==> config.mk <==
export PLATFORM = sky130hd
export DESIGN_NAME = length_prefixed_frame_decoder_core
export DESIGN_NICKNAME = d
export VERILOG_FILES = /design/src/rtl/lpfd_pkg.sv /design/src/rtl/lpfd_parser.sv /design/src/rtl/length_prefixed_frame_decoder_core.sv
export SDC_FILE = /design/constraint.sdc
export NUM_CORES = 1
export LEC_CHECK = 0
export ABC_CLOCK_PERIOD_IN_PS = 14250
export BUFFER_PORTS_ARGS = -buffer_cell sky130_fd_sc_hd__buf_2
export CAP_MARGIN = 20
export CORE_AREA = 3 3 127 129
export CTS_CLUSTER_DIAMETER = 30
export DETAILED_ROUTE_END_ITERATION = 7
export DIE_AREA = 0 0 130 132
export PLACE_DENSITY_LB_ADDON = 0.12
export REMOVE_ABC_BUFFERS = 1
export SYNTH_ARGS = -nofsm -noshare
export SYNTH_HDL_FRONTEND = slang
export SYNTH_SLANG_ARGS = --single-unit
export TNS_END_PERCENT = 50
==> constraint.sdc <==
create_clock -name clk -period 14.25 [get_ports clk]
set_input_delay 2.85 -clock clk [delete_from_list [all_inputs] [get_ports clk]]
set_output_delay 2.85 -clock clk [all_outputs]
set_load 0.005 [all_outputs]
==> src/rtl/lpfd_pkg.sv <==
// shared types and constants of the length-prefixed frame decoder
`default_nettype none
package lpfd_pkg;

	localparam int unsigned DataW   = 8;
	localparam int unsigned IdW     = 16;
	localparam int unsigned LenW    = 32;
	localparam int unsigned StatusW = 2;

	// reset value of the payload limit
	localparam logic [LenW-1:0] MaxPayloadReset = 32'd65536;

	// result status codes
	localparam logic [StatusW-1:0] ST_PAYLOAD_BYTE = 2'd0;
	localparam logic [StatusW-1:0] ST_EMPTY_FRAME  = 2'd1;
	localparam logic [StatusW-1:0] ST_BODY_SMALL   = 2'd2;
	localparam logic [StatusW-1:0] ST_PAYLOAD_BIG  = 2'd3;

	// one result beat
	typedef struct packed {
		logic [StatusW-1:0] status;
		logic [IdW-1:0]     msg_id;
		logic [DataW-1:0]   payload_byte;
		logic               last_of_frame;
	} result_t;

endpackage
`default_nettype wire

==> src/rtl/lpfd_parser.sv <==
// frame parser: header gathering, length check, payload tagging
`default_nettype none
module lpfd_parser (
	input  wire                              clk,
	input  wire                              arst_n,
	input  wire [lpfd_pkg::LenW-1:0]         max_payload,
	input  wire                              item_valid,
	input  wire [lpfd_pkg::DataW-1:0]        item_byte,
	input  wire                              res_free,
	output logic                             item_take,
	output logic                             res_valid,
	output lpfd_pkg::result_t                res
);

	typedef enum logic [1:0] {
		PH_LENGTH,
		PH_ID,
		PH_PAYLOAD,
		PH_ERROR
	} phase_t;

	phase_t                                  phase_q;
	logic [1:0]                              hdr_cnt_q;
	logic [lpfd_pkg::LenW-lpfd_pkg::DataW-1:0] len_q;
	logic [lpfd_pkg::IdW-1:0]                id_q;
	logic [lpfd_pkg::LenW-1:0]               remain_q;

	logic [lpfd_pkg::LenW-1:0]               len_full;
	logic [lpfd_pkg::LenW-1:0]               pay_len;
	logic [lpfd_pkg::LenW-1:0]               remain_dec;
	logic [lpfd_pkg::IdW-1:0]                id_full;
	logic                                    body_small;
	logic                                    too_large;
	logic                                    res_want;

	assign len_full   = {len_q, item_byte};
	assign pay_len    = len_full - 32'd2;
	assign body_small = (len_full < 32'd2);
	assign too_large  = (pay_len > max_payload);
	assign remain_dec = remain_q - 32'd1;
	assign id_full    = {id_q[lpfd_pkg::IdW-lpfd_pkg::DataW-1:0], item_byte};

	always_comb begin
		res_want = 1'b0;
		res      = '0;
		case (phase_q)
			PH_LENGTH: begin
				if (hdr_cnt_q == 2'd3) begin
					if (body_small) begin
						res_want          = 1'b1;
						res.status        = lpfd_pkg::ST_BODY_SMALL;
						res.last_of_frame = 1'b1;
					end else if (too_large) begin
						res_want          = 1'b1;
						res.status        = lpfd_pkg::ST_PAYLOAD_BIG;
						res.last_of_frame = 1'b1;
					end
				end
			end
			PH_ID: begin
				if (hdr_cnt_q == 2'd1 && remain_q == '0) begin
					res_want          = 1'b1;
					res.status        = lpfd_pkg::ST_EMPTY_FRAME;
					res.msg_id        = id_full;
					res.last_of_frame = 1'b1;
				end
			end
			PH_PAYLOAD: begin
				res_want          = 1'b1;
				res.status        = lpfd_pkg::ST_PAYLOAD_BYTE;
				res.msg_id        = id_q;
				res.payload_byte  = item_byte;
				res.last_of_frame = (remain_dec == '0);
			end
			default: begin
				res_want = 1'b0;
			end
		endcase
	end

	assign item_take = item_valid && (!res_want || res_free);
	assign res_valid = item_take && res_want;

	always_ff @(posedge clk or negedge arst_n) begin
		if (!arst_n) begin
			phase_q   <= PH_LENGTH;
			hdr_cnt_q <= 2'd0;
			len_q     <= '0;
			id_q      <= '0;
			remain_q  <= '0;
		end else if (item_take) begin
			case (phase_q)
				PH_LENGTH: begin
					len_q     <= len_full[lpfd_pkg::LenW-lpfd_pkg::DataW-1:0];
					hdr_cnt_q <= hdr_cnt_q + 2'd1;
					if (hdr_cnt_q == 2'd3) begin
						if (body_small || too_large) begin
							phase_q <= PH_ERROR;
						end else begin
							remain_q <= pay_len;
							phase_q  <= PH_ID;
						end
					end
				end
				PH_ID: begin
					id_q <= id_full;
					if (hdr_cnt_q == 2'd1) begin
						hdr_cnt_q <= 2'd0;
						phase_q   <= (remain_q == '0) ? PH_LENGTH : PH_PAYLOAD;
					end else begin
						hdr_cnt_q <= hdr_cnt_q + 2'd1;
					end
				end
				PH_PAYLOAD: begin
					remain_q <= remain_dec;
					if (remain_dec == '0) begin
						phase_q <= PH_LENGTH;
					end
				end
				default: begin
					phase_q <= PH_ERROR;
				end
			endcase
		end
	end

endmodule
`default_nettype wire

==> src/rtl/length_prefixed_frame_decoder_core.sv <==
// top level of the length-prefixed frame decoder
//
// channel  dir  handshake              payload
// s_*      in   s_tvalid / s_tready    tdata[7:0] raw stream byte
// m_*      out  m_tvalid / m_tready    tdata id+byte, tuser status, tlast end of frame
// cfg_*    in   cfg_valid / cfg_ready  cfg_data = max_payload_bytes
//
// one byte beat per cycle sustained unless the result stream stalls: input register,
// parser logic, result register; a payload byte passes both registers on its way out
// arst_n clears the parser to the length phase and the limit to 65536
// a stalled result blocks only bytes that would make a result; other header bytes keep flowing
// after a length error every byte is taken and dropped until reset
`default_nettype none
module length_prefixed_frame_decoder_core (
	input  wire                          clk,
	input  wire                          arst_n,
	// stream in
	input  wire                          s_tvalid,
	output logic                         s_tready,
	input  wire  [7:0]                   s_tdata,    // [7:0] data_byte
	// result stream out
	output logic                         m_tvalid,
	input  wire                          m_tready,
	output logic [23:0]                  m_tdata,    // [15:0] msg_id, [23:16] payload_byte
	output logic [1:0]                   m_tuser,    // [1:0] status
	output logic                         m_tlast,    // last_of_frame
	// limit register write
	input  wire                          cfg_valid,
	output logic                         cfg_ready,
	input  wire  [lpfd_pkg::LenW-1:0]    cfg_data
);

	// payload limit, always writable
	logic [lpfd_pkg::LenW-1:0]  max_payload_q;

	// input register
	logic                       valid_s1;
	logic [lpfd_pkg::DataW-1:0] byte_s1;

	// result register
	logic                       out_valid_q;
	lpfd_pkg::result_t          out_q;

	logic                       item_take;
	logic                       res_valid;
	logic                       res_free;
	lpfd_pkg::result_t          res;

	assign cfg_ready = 1'b1;

	always_ff @(posedge clk or negedge arst_n) begin
		if (!arst_n) begin
			max_payload_q <= lpfd_pkg::MaxPayloadReset;
		end else if (cfg_valid) begin
			max_payload_q <= cfg_data;
		end
	end

	// the input register frees up whenever its byte moves on this cycle
	assign s_tready = !valid_s1 || item_take;

	always_ff @(posedge clk or negedge arst_n) begin
		if (!arst_n) begin
			valid_s1 <= 1'b0;
		end else if (s_tvalid && s_tready) begin
			valid_s1 <= 1'b1;
		end else if (item_take) begin
			valid_s1 <= 1'b0;
		end
	end

	always_ff @(posedge clk) begin
		if (s_tvalid && s_tready) begin
			byte_s1 <= s_tdata;
		end
	end

	// a result can be loaded when the output is empty or drains this cycle
	assign res_free = !out_valid_q || m_tready;

	lpfd_parser u_parser (
		.clk         (clk),
		.arst_n      (arst_n),
		.max_payload (max_payload_q),
		.item_valid  (valid_s1),
		.item_byte   (byte_s1),
		.res_free    (res_free),
		.item_take   (item_take),
		.res_valid   (res_valid),
		.res         (res)
	);

	always_ff @(posedge clk or negedge arst_n) begin
		if (!arst_n) begin
			out_valid_q <= 1'b0;
		end else if (res_valid) begin
			out_valid_q <= 1'b1;
		end else if (m_tready) begin
			out_valid_q <= 1'b0;
		end
	end

	always_ff @(posedge clk) begin
		if (res_valid) begin
			out_q <= res;
		end
	end

	assign m_tvalid = out_valid_q;
	assign m_tdata  = {out_q.payload_byte, out_q.msg_id};
	assign m_tuser  = out_q.status;
	assign m_tlast  = out_q.last_of_frame;

endmodule
`default_nettype wire
==> reports/qor.csv, run 1 <==
metric;value;unit
die_area;17200;um2
cts_made_buffers;17;
layout_common_cells;dfrtp_1, nand2_1, buf_2;
hold_path_depth;1;
ys_warn_count;0;
end_kind;output port;
drcViolationCount;0;
grt_max_degree;97;
rsz0062_at_grt;no;
grtUsageTotal;24.6;%
cts_tree;built;
cp.arrival;5.16;ns
die_x;130;um
grt_overflow;0;
post-route-period-util;56.2;%
io_pins;75;
cts_resized;0;
worstHoldEndpoint;u_parser.id_q[9]$_DFFE_PN0P_;
grt_pass1_vias;6313;
antenna_found_initial;0;
fp.coreArea;15100;um2
diodes;0;
place_inst;1059;
synth_top_family_by_area;simple AND/OR/NAND/NOR gates;
nFillCells;1266;
period_minus_slack;8.01;ns
dp_hpwl;14900;um
hold_buffers;0;
initial_core_util;54.3;%
final_max_slew_viol_count;0;
final_nets;975;
synthXorXnorAreaFrac;3.94;%
clk_latency;0.43;ns
slowest_stage;or4_4;
total_power;0.000935;W
synthTopCellsByArea;dfrtp_1, edfxtp_1, ha_1, mux2_2, nand2_1;
rr_endpoint;u_parser.remain_q[30]$_DFFE_PN0P_;
cp-startpoint;u_parser.len_q[3]$_DFFE_PN0P_;
routabilityCongestion;0.946;
yosys_most_used_dff;dfrtp_1;
drive_gt1_share;18.5;%
start_kind;register;
slowest_delay;0.59;ns
ff2ff_path_depth;15;
cp_top_family;simple AND/OR/NAND/NOR gates;
path_class;register to output port;
drt-initial-drc-count;696;
worst_ep_required_time;11.40;ns
r2r-start;u_parser.len_q[3]$_DFFE_PN0P_;
synth-async-reset-ratio;75.9;%
yosys.area_share.simple;19.2;%
power_density;101;nW/um2
cp_cell_sequence;or4_4 > nor4b_4 > nor3b_2 > nand2_1 > or3b_2 > xnor2_1 > ha_1 > nand4_1 > nor4_1 > nand2b_1 > a31oi_1 > o31ai_1 > a21oi_1 > nand2_1 > or2_2 > buf_2;
finalNonFillerCells;1092;
postCtsSetupBuffers;0;
ir_worst_vdd;0.0000842;V
reg2reg_slack;8.63;ns
cp_num_buf_inv;1;
clock_tree.htree_level_count;4;
setup_ws;6.24;ns
syn-instance-count;837;
synthDistinctLibCells;69;
p_leak;4.17;nW
path_clk_slew;0.06;ns
setup_viol;0;
cp_max_fo;4;
drtPass1Iterations;5;
clk_path_buf_depth;2;
ys_seq_area_share;46.3;%
cp_common_cell;nand2_1;
syn-mean-instance-area;9.82;um2
maxSlewHeadroom;35.3;%
placementRows;45;
grt_pass1_wl;33200;um
die_h;132;um
ant_nets;0;
final_common_cell;dfrtp_1;
fmax;125;MHz
synth_edf_count;35;
synth_area;8220;um2
synth_largest_area_cell;dfrtp_1;
hold_viol_final;0;
drv_cap;0;
clock-sinks;145;
fin_skew;0.00842;ns
synth_mux_area_share;5.88;%
status;complete, no violations;
io_buffers;73;
tightest_slew;0.971;ns
place_ws;6.74;ns
wl_per_cell;18.8;um
min_from;u_parser.id_q[9]$_DFFE_PN0P_;
hold_path_class;register to register;
wirelength;20500;um
synth_top_area_share;33.2;%
setup_tns;0;ns
viasPerCell;6.04;
clockRootBuffer;clkbuf_16;
vias;6595;
synth_compound_area_share;14.0;%
synthAdderAreaFrac;5.94;%
area_delta_synth_final;12.6;%
ys_ff_latch;145;
==> per-layer routing <==
metal,track usage (%),share of wire [%],vias up
met4,8.08,2.0,0
met3,4.42,5.8,32
li1,-,-,3125
met5,0,0,-
met1,34.4,44,3191
met2,39.0,48,247
==> stage by stage <==
step | hold WS, ns | area [um2] | util, %
floorplan | 0.476 | 8000 | -
global placement | 0.488 | 8640 | 57.0
detailed placement | 0.496 | 8650 | 57.1
CTS | 0.511 | 9230 | 61.0
global route | 0.523 | 9260 | 61.1
finish | 0.510 | 9260 | 61.1
==> cell type report <==
class	count	area, um2	share of cell area, %
Sequential cell	145	3800	41.1
Tap cell	188	235	2.54
Multi-Input combinational cell	603	4030	43.5
Clock buffer	17	425	4.59
Inverter	44	165	1.78
Timing Repair Buffer	80	448	4.84
Clock inverter	15	151	1.64
==> sequential cells by signal, indices dropped and copies added (netlist names) <==
register	count
m_tuser	2
u_parser.len_q	24
u_parser.remain_q	32
m_tdata	24
u_parser.phase_q	2
byte_s1	8
u_parser.hdr_cnt_q	2
m_tvalid	1
u_parser.id_q	16
m_tlast	1
valid_s1	1
max_payload_q	32
==> synth_stat cells, drive strengths merged (3+ instances only) <==
cell type	number
a21oi	51
a22oi	17
a2bb2oi	5
a31oi	4
and2	7
and3	4
buf	16
clkbuf	29
dfrtp	109
edfxtp	35
ha	39
inv	44
mux2	34
mux2i	10
nand2	94
nand2b	11
nand3	20
nand3b	5
nand4	16
nor2	37
nor2b	19
nor3	31
nor3b	4
nor4	13
nor4b	4
o211ai	7
o21ai	63
o22a	5
o22ai	8
o31ai	7
o32ai	3
or2	6
or3	11
or4	6
xnor2	18
xor2	19
==> cell families (layout without fill, tap and decap cells) <==
group,Yosys count,after routing
simple gates,294,294
compound gates,188,188
flops,145,145
buf+inv,89,156
mux,44,44
fa+ha+maj,39,39
xor+xnor,37,37
other cells,1,1
==> power breakdown <==
part | leakage, nW | internal [W] | total, W | switching, W
sequential | 1.80 | 0.000435 | 0.000441 | 0.00000603
clock | 0.279 | 0.000246 | 0.000437 | 0.000192
combinational | 2.09 | 0.0000200 | 0.0000567 | 0.0000366
total | 4.17 | 0.000700 | 0.000935 | 0.000234
==> worst max-delay path by stage <==
stage | slack [ns] | depth (start not counted) | end
global placement | 6.93 | 16 | s_tready
detailed placement | 6.74 | 16 | s_tready
global route | 5.85 | 16 | s_tready
CTS | 6.27 | 16 | s_tready
finish | 6.24 | 16 | s_tready
floorplan | 7.33 | 15 | s_tready
No activity file was read; power rests on OpenSTA's default activity.
==> inputs of run 2 (changes only) <==
ABC_AREA = 1   (was default)
ABC_CLOCK_PERIOD_IN_PS = 6700   (was 14250)
CORE_AREA = 3 3 131 133   (was 3 3 127 129)
DIE_AREA = 0 0 134 136   (was 0 0 130 132)
clock period = 6.7 ns   (was 14.25 ns; I/O delays follow)
==> run 2 against run 1 <==
Against the previous run:
- sequential cell count did not move
- critical endpoint unchanged
- worst hold slack worse by 0.0051 ns
- routed wire length is 3.8% higher
- first-iteration DRC count shrank 17%
- largest cell class unchanged
- setup slack got worse by 5.3 ns
- final area up 5.9%
- highest routed layer unchanged
==> reports/qor.csv, run 2 <==
metric;value;unit;change
cts_tree;built;;
reg2reg_slack;1.61;ns;-7.02 ns
area_delta_synth_final;11.5;%;
cp_max_fo;5;;+1
fmax;175;MHz;
ir_worst_vdd;0.000229;V;+170%
cts_resized;0;;unchanged
nFillCells;1528;;+21%
ff2ff_path_depth;26;;+11
setup_tns;0;ns;unchanged
status;complete, no violations;;
syn-instance-count;1158;;+38%
r2r-start;byte_s1[1]$_DFFE_PP_;;
multi_input_area;4280;um2;+6.1%
end_kind;output port;;
grt_max_degree;70;;-28%
final_max_slew_viol_count;0;;unchanged
cp.arrival;4.37;ns;-0.79 ns
synth_edf_count;35;;unchanged
finalNonFillerCells;1442;;+32%
post-route-period-util;85.2;%;
synth_top_area_share;31.0;%;-2.1 points
ant_nets;0;;unchanged
syn-mean-instance-area;7.59;um2;-23%
synth_largest_area_cell;dfrtp_1;;
drive_gt1_share;12.2;%;-6.2 points
drt-initial-drc-count;580;;-17%
fp.coreArea;15900;um2;+5.3%
die_x;134;um;+3.1%
clk_path_buf_depth;2;;unchanged
wl_per_cell;14.7;um;-21%
synthDistinctLibCells;42;;-39%
antenna_found_initial;0;;unchanged
clock-sinks;145;;unchanged
layout_common_cells;nand2_1, nor2_1, inv_1;;
grtUsageTotal;24.8;%;+0.16 points
wirelength;21300;um;+3.8%
ys_warn_count;0;;unchanged
die_area;18200;um2;+6.2%
drtPass1Iterations;5;;unchanged
drcViolationCount;0;;unchanged
clk_latency;0.43;ns;about the same
synthTopCellsByArea;dfrtp_1, nand2_1, edfxtp_1, ha_1, nor2_1;;
final_nets;1297;;+33%
io_pins;75;;unchanged
power_density;421;nW/um2;+320%
top_regs;max_payload_q (32), u_parser.remain_q (32);;
diodes;0;;unchanged
slowest_stage;edfxtp_1;;
final_common_cell;nand2_1;;
hold_ws;0.505;ns;-0.00509 ns
crit_end;s_tready;;
synth_area;8790;um2;+6.9%
cts_made_buffers;17;;unchanged
regArea;3800;um2;unchanged
setup_viol;0;;unchanged
yosysMostFrequentCell;nand2_1;;
path_class;register to output port;;
tightest_slew;1.05;ns;+0.0754 ns
placementRows;46;;+2.2%
die_h;136;um;+3.0%
postCtsSetupBuffers;0;;unchanged
ys_ff_latch;145;;unchanged
cp-startpoint;byte_s1[1]$_DFFE_PP_;;
hold_viol_final;0;;unchanged
period_minus_slack;5.71;ns;
dp_hpwl;15400;um;+3.7%
grt_pass1_vias;7061;;+12%
worst_ep_required_time;5.36;ns;-6.04 ns
rsz0062_at_grt;no;;
synthTopCellsByCount;nand2_1, nor2_1, inv_1;;
yosys_most_used_dff;dfrtp_1;;
maxSlewHeadroom;30.1;%;-5.2 points
rr_endpoint;u_parser.len_q[8]$_DFFE_PN0P_;;
place_inst;1409;;+33%
io_buffers;73;;unchanged
grt_overflow;0;;unchanged
synth-async-reset-ratio;75.9;%;unchanged
slowest_delay;0.45;ns;-0.14 ns
grt_pass1_wl;35800;um;+8.0%
viasPerCell;5.10;;-16%
initial_core_util;55.1;%;+0.85 points
cp_common_cell;nand2_1;;
ys_seq_area_share;43.3;%;-3.0 points
hold_buffers;0;;unchanged
vias;7356;;+12%
drv_cap;0;;unchanged
routabilityCongestion;0.962;;+1.7%
fin_util;61.5;%;+0.35 points
fin_skew;0.00903;ns;+0.000609 ns
p_leak;4.95;nW;+19%
clockRootBuffer;clkbuf_16;;
start_kind;register;;
hold_path_class;register to register;;
clock_tree.htree_level_count;4;;unchanged
path_clk_slew;0.06;ns;about the same
==> run 2: cell count changes after synthesis, sizes merged, moves of 27 or more <==
| cell | delta |
|---|---|
| nand3 | +27 |
| inv | +76 |
| mux2 | -33 |
| o21ai | +27 |
| nor2 | +94 |
| nand2 | +333 |
==> run 2: critical path: cells and delay by family (launching register included) <==
family | cells | cell delay (ns)
simple gates | 19 | 2.31
xor+xnor | 1 | 0.15
flops | 1 | 0.45
buf+inv | 4 | 0.48
fa+ha+maj | 2 | 0.53
==> run 2: report_power, final <==
| group | switching, W | internal (W) |
|---|---|---|
| clock | 0.000409 | 0.000521 |
| combinational | 0.00120 | 0.000566 |
| sequential | 0.000251 | 0.00118 |
==> run 2: worst min path at each step <==
stage                             startpoint                              to  depth (start not counted)
2_1_floorplan  u_parser.len_q[2]$_DFFE_PN0P_  u_parser.len_q[10]$_DFFE_PN0P_                          2
3_3_place_gp   u_parser.id_q[13]$_DFFE_PN0P_   u_parser.id_q[13]$_DFFE_PN0P_                          2
3_5_place_dp    u_parser.id_q[9]$_DFFE_PN0P_    u_parser.id_q[9]$_DFFE_PN0P_                          2
4_1_cts         u_parser.id_q[9]$_DFFE_PN0P_    u_parser.id_q[9]$_DFFE_PN0P_                          2
5_1_grt         u_parser.id_q[9]$_DFFE_PN0P_    u_parser.id_q[9]$_DFFE_PN0P_                          2
6_report        u_parser.id_q[9]$_DFFE_PN0P_    u_parser.id_q[9]$_DFFE_PN0P_                          2
==> run 2: final cells by class <==
cell class	instances	area share, %
clock buffer	17	4.34
clock inverter	15	1.52
tap	216	2.76
timing repair buffer	77	4.26
multi-input combinational	850	43.6
sequential	145	38.8
inverter	122	4.67
==> run 2: cell families (layout without fill, tap and decap cells) <==
group / after synthesis / after routing / share of synthesized area (%)
AOI/OAI and AO/OA: 126 / 126 / 8.03
xor gates and xnor gates: 52 / 52 / 5.18
adders and majority gates: 39 / 39 / 5.55
buffers and inverters: 163 / 231 / 8.13
DFF: 145 / 145 / 43.3
muxes: 1 / 1 / 0.128
other: 1 / 1 / 0.0427
and+or+nand+nor: 631 / 631 / 29.6
==> run 2: per-stage QoR <==
stage,setup WS (ns),total power [W],area (um2)
2_1_floorplan,2.23,0.00266,8530
3_3_place_gp,1.70,0.00315,9200
3_5_place_dp,1.49,0.00317,9200
4_1_cts,0.987,0.00412,9770
5_1_grt,0.556,0.00448,9800
6_report,0.993,0.00413,9800
==> run 2: per-layer routing <==
metal	track usage (%)	part of all wire [%]	up-vias	wire length [um]
li1	-	-	3737	-
met1	35.7	47	3405	10100
met2	38.1	45	187	9620
met3	5.18	5.7	27	1220
met4	7.31	1.6	0	334
met5	0	0	-	0
